**src/sv/mbrf_pkg.sv**
```systemverilog
// Modbus RTU request framer: shared constants, sequencer state type and the
// byte-wide CRC-16/MODBUS update function.
// No dependencies.
package mbrf_pkg;

	localparam int WORD_COUNT_DEFAULT = 5;
	localparam int WORD_COUNT_MAX     = 16;

	// control words held for the write frame; words past these are sent as zero
	localparam int WORDS_HELD = 5;
	localparam int WSEL_W     = $clog2(WORDS_HELD);

	localparam logic [7:0]  FC_READ_HOLD   = 8'h03;
	localparam logic [7:0]  FC_WRITE_MULTI = 8'h10;
	localparam logic [7:0]  WR_REG_HI      = 8'h01;
	localparam logic [7:0]  RD_REG_HI      = 8'h02;
	localparam logic [7:0]  RD_COUNT_LO    = 8'h08;
	localparam logic [7:0]  ZERO_BYTE      = 8'h00;
	localparam logic [7:0]  ADDR_RESET     = 8'h01;

	localparam logic [15:0] CRC_INIT   = 16'hFFFF;
	localparam logic [15:0] CRC_POLY   = 16'hA001;
	localparam logic [15:0] FORCE_MIN  = 16'd20;
	localparam logic [15:0] SPEED_MIN  = 16'd1;

	localparam int READ_BODY_LEN = 6;

	localparam logic CMD_WRITE = 1'b0;
	localparam logic CMD_READ  = 1'b1;

	typedef enum logic [1:0] {
		ST_IDLE = 2'b01,
		ST_SEND = 2'b10
	} state_t;

	// fold one byte into the reflected CRC, bit by bit
	function automatic logic [15:0] crc_byte(input logic [15:0] crc_in,
		input logic [7:0] data);
		logic [15:0] c;
		c = crc_in ^ {8'h00, data};
		for (int b = 0; b < 8; b++) begin
			if (c[0]) begin
				c = (c >> 1) ^ CRC_POLY;
			end else begin
				c = c >> 1;
			end
		end
		return c;
	endfunction

endpackage

```
**src/sv/modbus_rtu_request_framer_unit.sv**
```systemverilog
// A command beat sets ST_SEND; then the first byte is loaded into the output register.
// Throughput: one frame byte per cycle while the output is not stalled; a write frame
// of 7+2*WORD_COUNT+2 bytes (19 by default) or a read frame of 8 bytes holds in_stall
// high until its last byte is loaded, so no new command is taken mid-frame.
// Reset (arst_n low, asynchronous): sequencer idle, output empty, stored device address back to 1.
// Modbus RTU request framer top level; uses mbrf_pkg.
// Builds write-multiple or read-holding request frames with a CRC-16/MODBUS trailer.
module modbus_rtu_request_framer_unit #(
	parameter int WORD_COUNT = mbrf_pkg::WORD_COUNT_DEFAULT
) (
	input  logic        clk,
	input  logic        arst_n,
	// configuration write channel
	input  logic        cfg_valid,
	output logic        cfg_ready,
	input  logic [7:0]  device_address,
	// command channel
	input  logic        in_valid,
	output logic        in_stall,
	input  logic        command,
	input  logic [15:0] first_word,
	input  logic [15:0] close_force,
	input  logic [15:0] open_force,
	input  logic [15:0] fourth_word,
	input  logic [15:0] speed_word,
	input  logic        init_active,
	// frame byte channel
	output logic        out_valid,
	input  logic        out_stall,
	output logic [7:0]  frame_byte,
	output logic        last_byte
);

	localparam int BODY_LEN = 7 + 2 * WORD_COUNT;
	localparam int IDX_W    = $clog2(BODY_LEN + 2);
	localparam logic [7:0] WC_BYTE = 8'(WORD_COUNT);
	localparam logic [7:0] BC_BYTE = 8'(2 * WORD_COUNT);

	mbrf_pkg::state_t state_q;
	logic [7:0]       addr_q;
	logic             cmd_q;
	logic [15:0]      words_q [mbrf_pkg::WORDS_HELD];
	logic [IDX_W-1:0] idx_q;
	logic [15:0]      crc_q;
	logic             out_valid_q;
	logic [7:0]       frame_byte_q;
	logic             last_byte_q;

	logic             in_beat;
	logic             load;
	logic [IDX_W-1:0] body_len;
	logic [IDX_W-1:0] wsel;
	logic [IDX_W-2:0] word_idx;
	logic [15:0]      word_val;
	logic [7:0]       next_byte;
	logic             in_body;
	logic             is_last;

	assign cfg_ready = 1'b1;
	assign in_stall  = (state_q != mbrf_pkg::ST_IDLE);
	assign in_beat   = in_valid && !in_stall;
	assign load      = (state_q == mbrf_pkg::ST_SEND) && (!out_valid_q || !out_stall);

	assign out_valid  = out_valid_q;
	assign frame_byte = frame_byte_q;
	assign last_byte  = last_byte_q;

	assign body_len = (cmd_q == mbrf_pkg::CMD_READ) ? IDX_W'(mbrf_pkg::READ_BODY_LEN)
		: IDX_W'(BODY_LEN);
	assign in_body  = idx_q < body_len;
	assign is_last  = idx_q == body_len + IDX_W'(1);
	assign wsel     = idx_q - IDX_W'(7);
	assign word_idx = wsel[IDX_W-1:1];

	always_comb begin
		if (word_idx < (IDX_W-1)'(mbrf_pkg::WORDS_HELD)) begin
			word_val = words_q[word_idx[mbrf_pkg::WSEL_W-1:0]];
		end else begin
			word_val = 16'h0000;
		end
	end

	// pick the byte at the current frame position
	always_comb begin
		next_byte = mbrf_pkg::ZERO_BYTE;
		priority if (!in_body) begin
			next_byte = is_last ? crc_q[15:8] : crc_q[7:0];
		end else if (idx_q == IDX_W'(0)) begin
			next_byte = addr_q;
		end else if (cmd_q == mbrf_pkg::CMD_READ) begin
			unique case (idx_q)
				IDX_W'(1): next_byte = mbrf_pkg::FC_READ_HOLD;
				IDX_W'(2): next_byte = mbrf_pkg::RD_REG_HI;
				IDX_W'(5): next_byte = mbrf_pkg::RD_COUNT_LO;
				default:   next_byte = mbrf_pkg::ZERO_BYTE;
			endcase
		end else if (idx_q == IDX_W'(1)) begin
			next_byte = mbrf_pkg::FC_WRITE_MULTI;
		end else if (idx_q == IDX_W'(2)) begin
			next_byte = mbrf_pkg::WR_REG_HI;
		end else if (idx_q == IDX_W'(5)) begin
			next_byte = WC_BYTE;
		end else if (idx_q == IDX_W'(6)) begin
			next_byte = BC_BYTE;
		end else if (idx_q >= IDX_W'(7)) begin
			next_byte = wsel[0] ? word_val[7:0] : word_val[15:8];
		end else begin
			next_byte = mbrf_pkg::ZERO_BYTE;
		end
	end

	always_ff @(posedge clk or negedge arst_n) begin
		if (!arst_n) begin
			addr_q <= mbrf_pkg::ADDR_RESET;
		end else if (cfg_valid && cfg_ready) begin
			addr_q <= device_address;
		end
	end

	// command capture with word adjustments applied up front
	always_ff @(posedge clk) begin
		if (in_beat) begin
			cmd_q      <= command;
			words_q[0] <= init_active ? 16'h0000 : first_word;
			words_q[1] <= (close_force < mbrf_pkg::FORCE_MIN) ? mbrf_pkg::FORCE_MIN
				: close_force;
			words_q[2] <= (open_force < mbrf_pkg::FORCE_MIN) ? mbrf_pkg::FORCE_MIN
				: open_force;
			words_q[3] <= fourth_word;
			words_q[4] <= (speed_word == 16'h0000) ? mbrf_pkg::SPEED_MIN : speed_word;
		end
	end

	always_ff @(posedge clk or negedge arst_n) begin
		if (!arst_n) begin
			state_q <= mbrf_pkg::ST_IDLE;
			idx_q   <= '0;
			crc_q   <= mbrf_pkg::CRC_INIT;
		end else begin
			unique case (state_q)
				mbrf_pkg::ST_IDLE: begin
					if (in_beat) begin
						state_q <= mbrf_pkg::ST_SEND;
						idx_q   <= '0;
						crc_q   <= mbrf_pkg::CRC_INIT;
					end
				end
				mbrf_pkg::ST_SEND: begin
					if (load) begin
						idx_q <= idx_q + IDX_W'(1);
						if (in_body) begin
							crc_q <= mbrf_pkg::crc_byte(crc_q, next_byte);
						end
						if (is_last) begin
							state_q <= mbrf_pkg::ST_IDLE;
						end
					end
				end
				default: state_q <= mbrf_pkg::ST_IDLE;
			endcase
		end
	end

	// output register: hold while stalled, drop once taken
	always_ff @(posedge clk or negedge arst_n) begin
		if (!arst_n) begin
			out_valid_q <= 1'b0;
		end else if (load) begin
			out_valid_q <= 1'b1;
		end else if (!out_stall) begin
			out_valid_q <= 1'b0;
		end
	end

	always_ff @(posedge clk) begin
		if (load) begin
			frame_byte_q <= next_byte;
			last_byte_q  <= is_last;
		end
	end

endmodule

```
**config.mk**
```make
export PLATFORM = sky130hd
export DESIGN_NAME = modbus_rtu_request_framer_unit
export DESIGN_NICKNAME = d
export VERILOG_FILES = /design/src/sv/mbrf_pkg.sv /design/src/sv/modbus_rtu_request_framer_unit.sv
export SDC_FILE = /design/constraint.sdc
export NUM_CORES = 1
export LEC_CHECK = 0
export BUFFER_PORTS_ARGS = -buffer_cell sky130_fd_sc_hd__buf_2
export CAP_MARGIN = 30
export CORE_ASPECT_RATIO = 0.6
export CORE_MARGIN = 2
export CORE_UTILIZATION = 45
export CTS_CLUSTER_SIZE = 12
export DETAILED_ROUTE_END_ITERATION = 7
export GPL_ROUTABILITY_DRIVEN = 0
export PLACE_DENSITY = 0.66
export SYNTH_ARGS = -nofsm -noshare
export SYNTH_HDL_FRONTEND = slang
export SYNTH_SLANG_ARGS = --single-unit
```
**constraint.sdc**
```tcl
create_clock -name clk -period 5.35 [get_ports clk]
set_input_delay 1.07 -clock clk [delete_from_list [all_inputs] [get_ports clk]]
set_output_delay 1.07 -clock clk [all_outputs]
set_load 0.01 [all_outputs]
```
; Word-level counts from Yosys, hierarchy flattened
; Memories as Yosys holds them, arrays and structs flattened.
; Index checks and enable logic that the tools add are counted.
[totals]
ff_bits = 42
ram_bits = 80
out_inout_bits = 12
elab_cells = 112
n_memories = 1
[mem_list]
columns = memory, words, word_bits, rd, rd_clocked_by_memory_dff, write_ports, line
row1 = words_q, 5, 16, 1, 0, 5, modbus_rtu_request_framer_unit.sv:42  ; logic [15:0] words_q [mbrf_pkg::WORDS_HELD];
[op_classes]
addsub = 3
n_lt_le_gt_ge = 5
n_eq_ne = 13
mux = 61
bitwise_logic = 9
n_reduce_logical = 12
[op_table]
columns = operator, count
row1 = $mux 16, 37
row2 = $mux 8, 10
row3 = $lt 16x5->1 const B, 2
row4 = $pmux 16 s2, 1
row5 = $not 2->3, 8
row6 = $logic_not 16->1, 1
row7 = $xor 16x8->16, 1
row8 = $mux 5, 3
row9 = $pmux 4 s3, 1
row10 = $add 5x1->5 const B, 2
row11 = $eq 5x3->1 const B, 2
row12 = $pmux 5 s2, 1
row13 = $ne 2x2->1 const B, 4
row14 = $mux 2, 3
row15 = $reduce_and 3->1, 2
row16 = $eq 5x1->1 const B, 1
row17 = $eq 5x2->1 const B, 1
row18 = $eq 5x5->1, 1
row19 = $ge 5x3->1 const B, 1
row20 = $logic_not 5->1, 1
row21 = $lt 5x5->1, 1
row22 = $sub 5x3->5 const B, 1
row23 = $lt 4x3->1 const B, 1
row24 = $mux 1, 4
row25 = 9 further kinds, 13

; Longest topological paths before layout
[logic_depth]
depth_word = 53
mapped_depth = 15
mapped_depth_nobuf = 13

; Worst setup path after synthesis
; Ideal clock, no wire load.
[synth_path]
path_kind = input port to flip-flop
start = input port in_valid
end = register cmd_q, enable pin
setup_time_ps = 477
arrival_time_ps = 3622
path_slack_ps = 1251
stages = 3
path_buffers = 1
cell_sequence = inv_1 nor2_1 clkbuf_1
[synth_via]
elab_chain_cells = 1
[synth_lines]
columns = element, line
row1 = start: declaration, modbus_rtu_request_framer_unit.sv:18  ; input logic in_valid,
row2 = $logic_and 1x1->1, modbus_rtu_request_framer_unit.sv:61  ; assign in_beat = in_valid && !in_stall;
row3 = via in_beat, modbus_rtu_request_framer_unit.sv:49  ; logic in_beat;
row4 = end signal: assignment, modbus_rtu_request_framer_unit.sv:123  ; cmd_q <= command;
row5 = end: declaration, modbus_rtu_request_framer_unit.sv:41  ; logic cmd_q;
; The timed path passes the listed nets, and every way through them passes these cells.
; A chain may end at the register's enable or synchronous reset.

; Final worst setup path
[layout_path]
start = register idx_q[0]
end = register crc_q[15]
[layout_via]
elab_chain_cells = 46
elab_cells_between_ends = 65
classes_between = 1 x add/sub / 3 x order compare / 6 x eq/ne / 44 x mux / 8 x bitwise / 2 x reduce/logical / 1 x memory
[layout_lines]
columns = element, line
row1 = start: declaration, modbus_rtu_request_framer_unit.sv:43  ; logic [IDX_W-1:0] idx_q;
row2 = start signal: assignment, modbus_rtu_request_framer_unit.sv:150  ; idx_q <= idx_q + IDX_W'(1);
row3 = $sub 5x3->5, modbus_rtu_request_framer_unit.sv:72  ; assign wsel = idx_q - IDX_W'(7);
row4 = $lt 4x3->1 or $mem_v2 5x16 (tied branches), n/a
row5 = $mux 16, modbus_rtu_request_framer_unit.sv:76  ; if (word_idx < (IDX_W-1)'(mbrf_pkg::WORDS_HELD)) begin
row6 = $mux 8, modbus_rtu_request_framer_unit.sv:106  ; next_byte = wsel[0] ? word_val[7:0] : word_val[15:8];
row7 = $mux 8, modbus_rtu_request_framer_unit.sv:105  ; end else if (idx_q >= IDX_W'(7)) begin
row8 = $mux 8, modbus_rtu_request_framer_unit.sv:103  ; end else if (idx_q == IDX_W'(6)) begin
row9 = $mux 8, modbus_rtu_request_framer_unit.sv:101  ; end else if (idx_q == IDX_W'(5)) begin
row10 = $mux 8, modbus_rtu_request_framer_unit.sv:99  ; end else if (idx_q == IDX_W'(2)) begin
row11 = (+30 left out), n/a
row12 = $mux 16, mbrf_pkg.sv:42  ; if (c[0]) begin
row13 = $mux 16, modbus_rtu_request_framer_unit.sv:151  ; if (in_body) begin
row14 = $mux 16, modbus_rtu_request_framer_unit.sv:149  ; if (load) begin
row15 = $mux 16, modbus_rtu_request_framer_unit.sv:140  ; unique case (state_q)
row16 = $mux 16, mbrf_pkg.sv:42
row17 = $mux 16, modbus_rtu_request_framer_unit.sv:151
row18 = $mux 16, modbus_rtu_request_framer_unit.sv:149
row19 = $pmux 16 s2, modbus_rtu_request_framer_unit.sv:140
row20 = end signal: assignment, modbus_rtu_request_framer_unit.sv:138  ; crc_q <= mbrf_pkg::CRC_INIT;
row21 = end signal: assignment, modbus_rtu_request_framer_unit.sv:145  ; crc_q <= mbrf_pkg::CRC_INIT;
row22 = end signal: assignment, modbus_rtu_request_framer_unit.sv:152  ; crc_q <= mbrf_pkg::crc_byte(crc_q, next_byte);
row23 = end: declaration, modbus_rtu_request_framer_unit.sv:44  ; logic [15:0] crc_q;
; Parallel ways exist; a longest one is shown, timed or not. The select of a mux whose other input is x is not followed.

==> flow_metrics.tcl <==
set metrics [dict create \
    place_area_um2 6670 \
    synthCells 495 \
    whs_endpoint "crc_q[5]$_DFFE_PN1P_" \
    yosysUniqueCellTypes 65 \
    synth_common_cells "edfxtp_1 (90), clkbuf_1 (52), a21oi_1 (31), nand2_1 (31), nor2_1 (23)" \
    fillers 1074 \
    tritoncts "built" \
    crit_start "idx_q[0]$_DFFE_PN0P_" \
    antenna_found_initial 0 \
    synth-seq-cells 122 \
    yosys_warnings 0 \
    reg2reg_to "crc_q[15]$_DFFE_PN1P_" \
    relSlewSlack_pct 39.4 \
    cts_sinks 122 \
    setup_viol 0 \
    rows 32 \
    synthesis.area_um2 6120 \
    p_leak_nw 2.84 \
    met3_usage_pct 7.80 \
    cts_buffer_depth 2 \
    path_max_fanout 18 \
    ir_drop_mv 0.234 \
    die_area_um2 14600 \
    grt_max_degree 60 \
    met2_usage_pct 29.9 \
    wirelength_um 15800 \
    grt_pass1_vias 4269 \
    cp.required_ns 5.69 \
    die_w_um 155 \
    wl_per_cell_um 21.1 \
    r2r_start "idx_q[0]$_DFFE_PN0P_" \
    final_max_slew_viol_count 0 \
    synth_top_cell_by_area "edfxtp_1" \
    syn_to_final_growth_pct 19.3 \
    start_util_pct 46.9 \
    ctsResizeCount 0 \
    synth_most_common_cell "edfxtp_1" \
    post_drt_via_cell_ratio 5.83 \
    htreeDepth 4 \
    clk_latency_ns 0.42 \
    io_pins 107 \
    ctsHoldBuffers 0 \
    r2r_cells 12 \
    synth_ff_type "edfxtp_1" \
    hold_depth 2 \
    final_area_um2 7300 \
    path_clk_slew_ns 0.05 \
    critical_path_arrival_ns 4.66 \
    crit_type "reg2reg" \
    antenna_cells 0 \
    drtIter0Drc 528 \
    grt.met1_usage_pct 36.6 \
    drc 0 \
    synth_edf_count 90 \
    port_buffers 105 \
    endpoint_kind "flop" \
    syn_nets 598 \
    period_share_pct 80.8 \
    hold_path_class "reg2reg" \
    core_area_um2 13100 \
    rrSetupSlack_ns 1.03 \
    fmax_mhz 231 \
    synthArstFlopShare_pct 26.2 \
    yosys.area.top_type_share_pct 44.2 \
    final.setup.tns_ns 0 \
    firstDrtPassIters 5 \
    power_density_nw_per_um2 573 \
    outcome "completed" \
    postCtsSetupRepairBufs 0 \
    pre_cts_ws_ns 1.12 \
    grt_busiest_layer "met1" \
    worst_clock_skew_ns 0.00917 \
    timing.hold.ws_ns 0.498 \
    grt_pass1_wl_um 24700 \
    worst_pin_slew_ns 0.909 \
    die_height_um 94.3 \
    gr-total-overflow 0 \
    drv_cap 0 \
    clockRootBuffer "clkbuf_16" \
    rsz0062_at_grt "false" \
    worst_slack_ns 1.03 \
    grt.total_usage_pct 23.1 \
    hold_start "crc_q[13]$_DFFE_PN1P_" \
    vias 4358 \
    hold_viol 0 \
    fin_nets 668 \
    drtAntennaViolNets 0 \
    critPathLaunchType "flop" \
    yosysSeqAreaShare_pct 57.6 \
    yosys-top-cells-area "edfxtp_1 (44%), dfstp_2 (7.7%), dfrtp_1 (5.7%), mux4_2 (5.5%), clkbuf_1 (3.2%)" \
    avgSynthCellArea_um2 12.4 \
    hpwl_um 11700 \
    drive_gt1_share_pct 34.4 \
    layout_min_cycle_time_ns 4.32 \
    cts_made_buffers 17 \
]
## cell families (layout without fill, tap and decap cells)
group,after synthesis,in the layout,share of synthesized area [%]
compound gates,98,98,11.4
xor+xnor,21,21,4.05
buf+inv,75,158,4.91
other cells,1,1,0.0613
simple gates,136,136,11.5
mux,34,34,8.81
flops,122,122,57.6
fa+ha+maj,8,8,1.64
## cell usage in the layout, fill, tap and decap left out, types with 3 or more instances in the layout
| cell | Yosys | layout |
|---|---|---|
| clkbuf_16 | 0 | 22 |
| nand3_1 | 3 | 3 |
| mux4_2 | 15 | 15 |
| mux2_2 | 9 | 9 |
| o211ai_1 | 4 | 4 |
| nor3_1 | 19 | 19 |
| edfxtp_1 | 90 | 90 |
| o21ai_0 | 18 | 18 |
| nand2_1 | 31 | 31 |
| nor2b_1 | 21 | 21 |
| nor2_1 | 23 | 22 |
| a31oi_1 | 4 | 4 |
| a21o_1 | 6 | 6 |
| dfstp_2 | 18 | 18 |
| buf_4 | 3 | 7 |
| nor4_1 | 7 | 7 |
| a21oi_1 | 31 | 31 |
| o31ai_1 | 3 | 3 |
| inv_1 | 13 | 13 |
| ha_1 | 8 | 8 |
| and2_1 | 8 | 8 |
| buf_2 | 6 | 105 |
| a211o_1 | 3 | 3 |
| dfrtp_1 | 14 | 14 |
| nand2b_1 | 9 | 9 |
| a221oi_1 | 3 | 3 |
| xnor2_1 | 9 | 9 |
| mux2i_1 | 10 | 10 |
| xor2_1 | 7 | 7 |
| or3_1 | 3 | 3 |
## area by class of cell
cell class	count	area (um2)	area share, %
clock buffer	26	586	8.02
clock inverter	6	42.5	0.583
inverter	14	52.6	0.720
multi-input combinational	298	2300	31.5
sequential	122	3530	48.3
tap	170	213	2.91
timing repair buffer	112	578	7.92
## worst max-delay path, stage by stage (launching register included)
cell       delay (ns)
dfrtp_1          0.38
buf_4            0.20
ha_1             0.34
and2_1           0.22
o311ai_0         0.58
o21ai_0          0.35
a2111oi_0        0.57
o21ai_1          0.19
xor2_1           0.40
xor3_1           0.41
xnor3_2          0.28
xor2_1           0.16
a21oi_1          0.17
## metal layers
layer	part of all wire [%]	up-vias
met5	0	-
met4	0.79	0
met3	12	14
met2	38	266
met1	50	2135
li1	-	1943
## metrics by stage
| stage | power [W] | std cells | util [%] |
|---|---|---|---|
| final | 0.00418 | 748 | 55.9 |
| after detailed placement | 0.00299 | 716 | 51.1 |
| after CTS | 0.00418 | 748 | 55.9 |
| after global routing | 0.00441 | 748 | 55.9 |
| after global placement | 0.00297 | 716 | 51.1 |
| after floorplan | 0.00262 | 495 | - |
## power breakdown
part           switching (W)  total, W  internal, W  leakage (nW)
logic               0.000854   0.00155     0.000701          1.32
clock network       0.000421   0.00118     0.000758         0.313
registers           0.000125   0.00145      0.00132          1.21
## state kept, by name, summed over array words and instances, names as in the netlist
register / count
words_q: 80
crc_q: 16
addr_q: 8
frame_byte: 8
idx_q: 5
state_q: 2
cmd_q: 1
last_byte: 1
out_valid: 1
## worst max-delay path by stage
stage,depth (start not counted),end,slack (ns)
3_5_place_dp,12,crc_q[15]$_DFFE_PN1P_,1.12
4_1_cts,12,crc_q[15]$_DFFE_PN1P_,1.08
6_report,12,crc_q[15]$_DFFE_PN1P_,1.03
2_1_floorplan,3,cmd_q$_DFFE_PP_,1.25
3_3_place_gp,12,crc_q[15]$_DFFE_PN1P_,1.26
5_1_grt,12,crc_q[15]$_DFFE_PN1P_,0.72
Power figures use the tool's default switching activity.
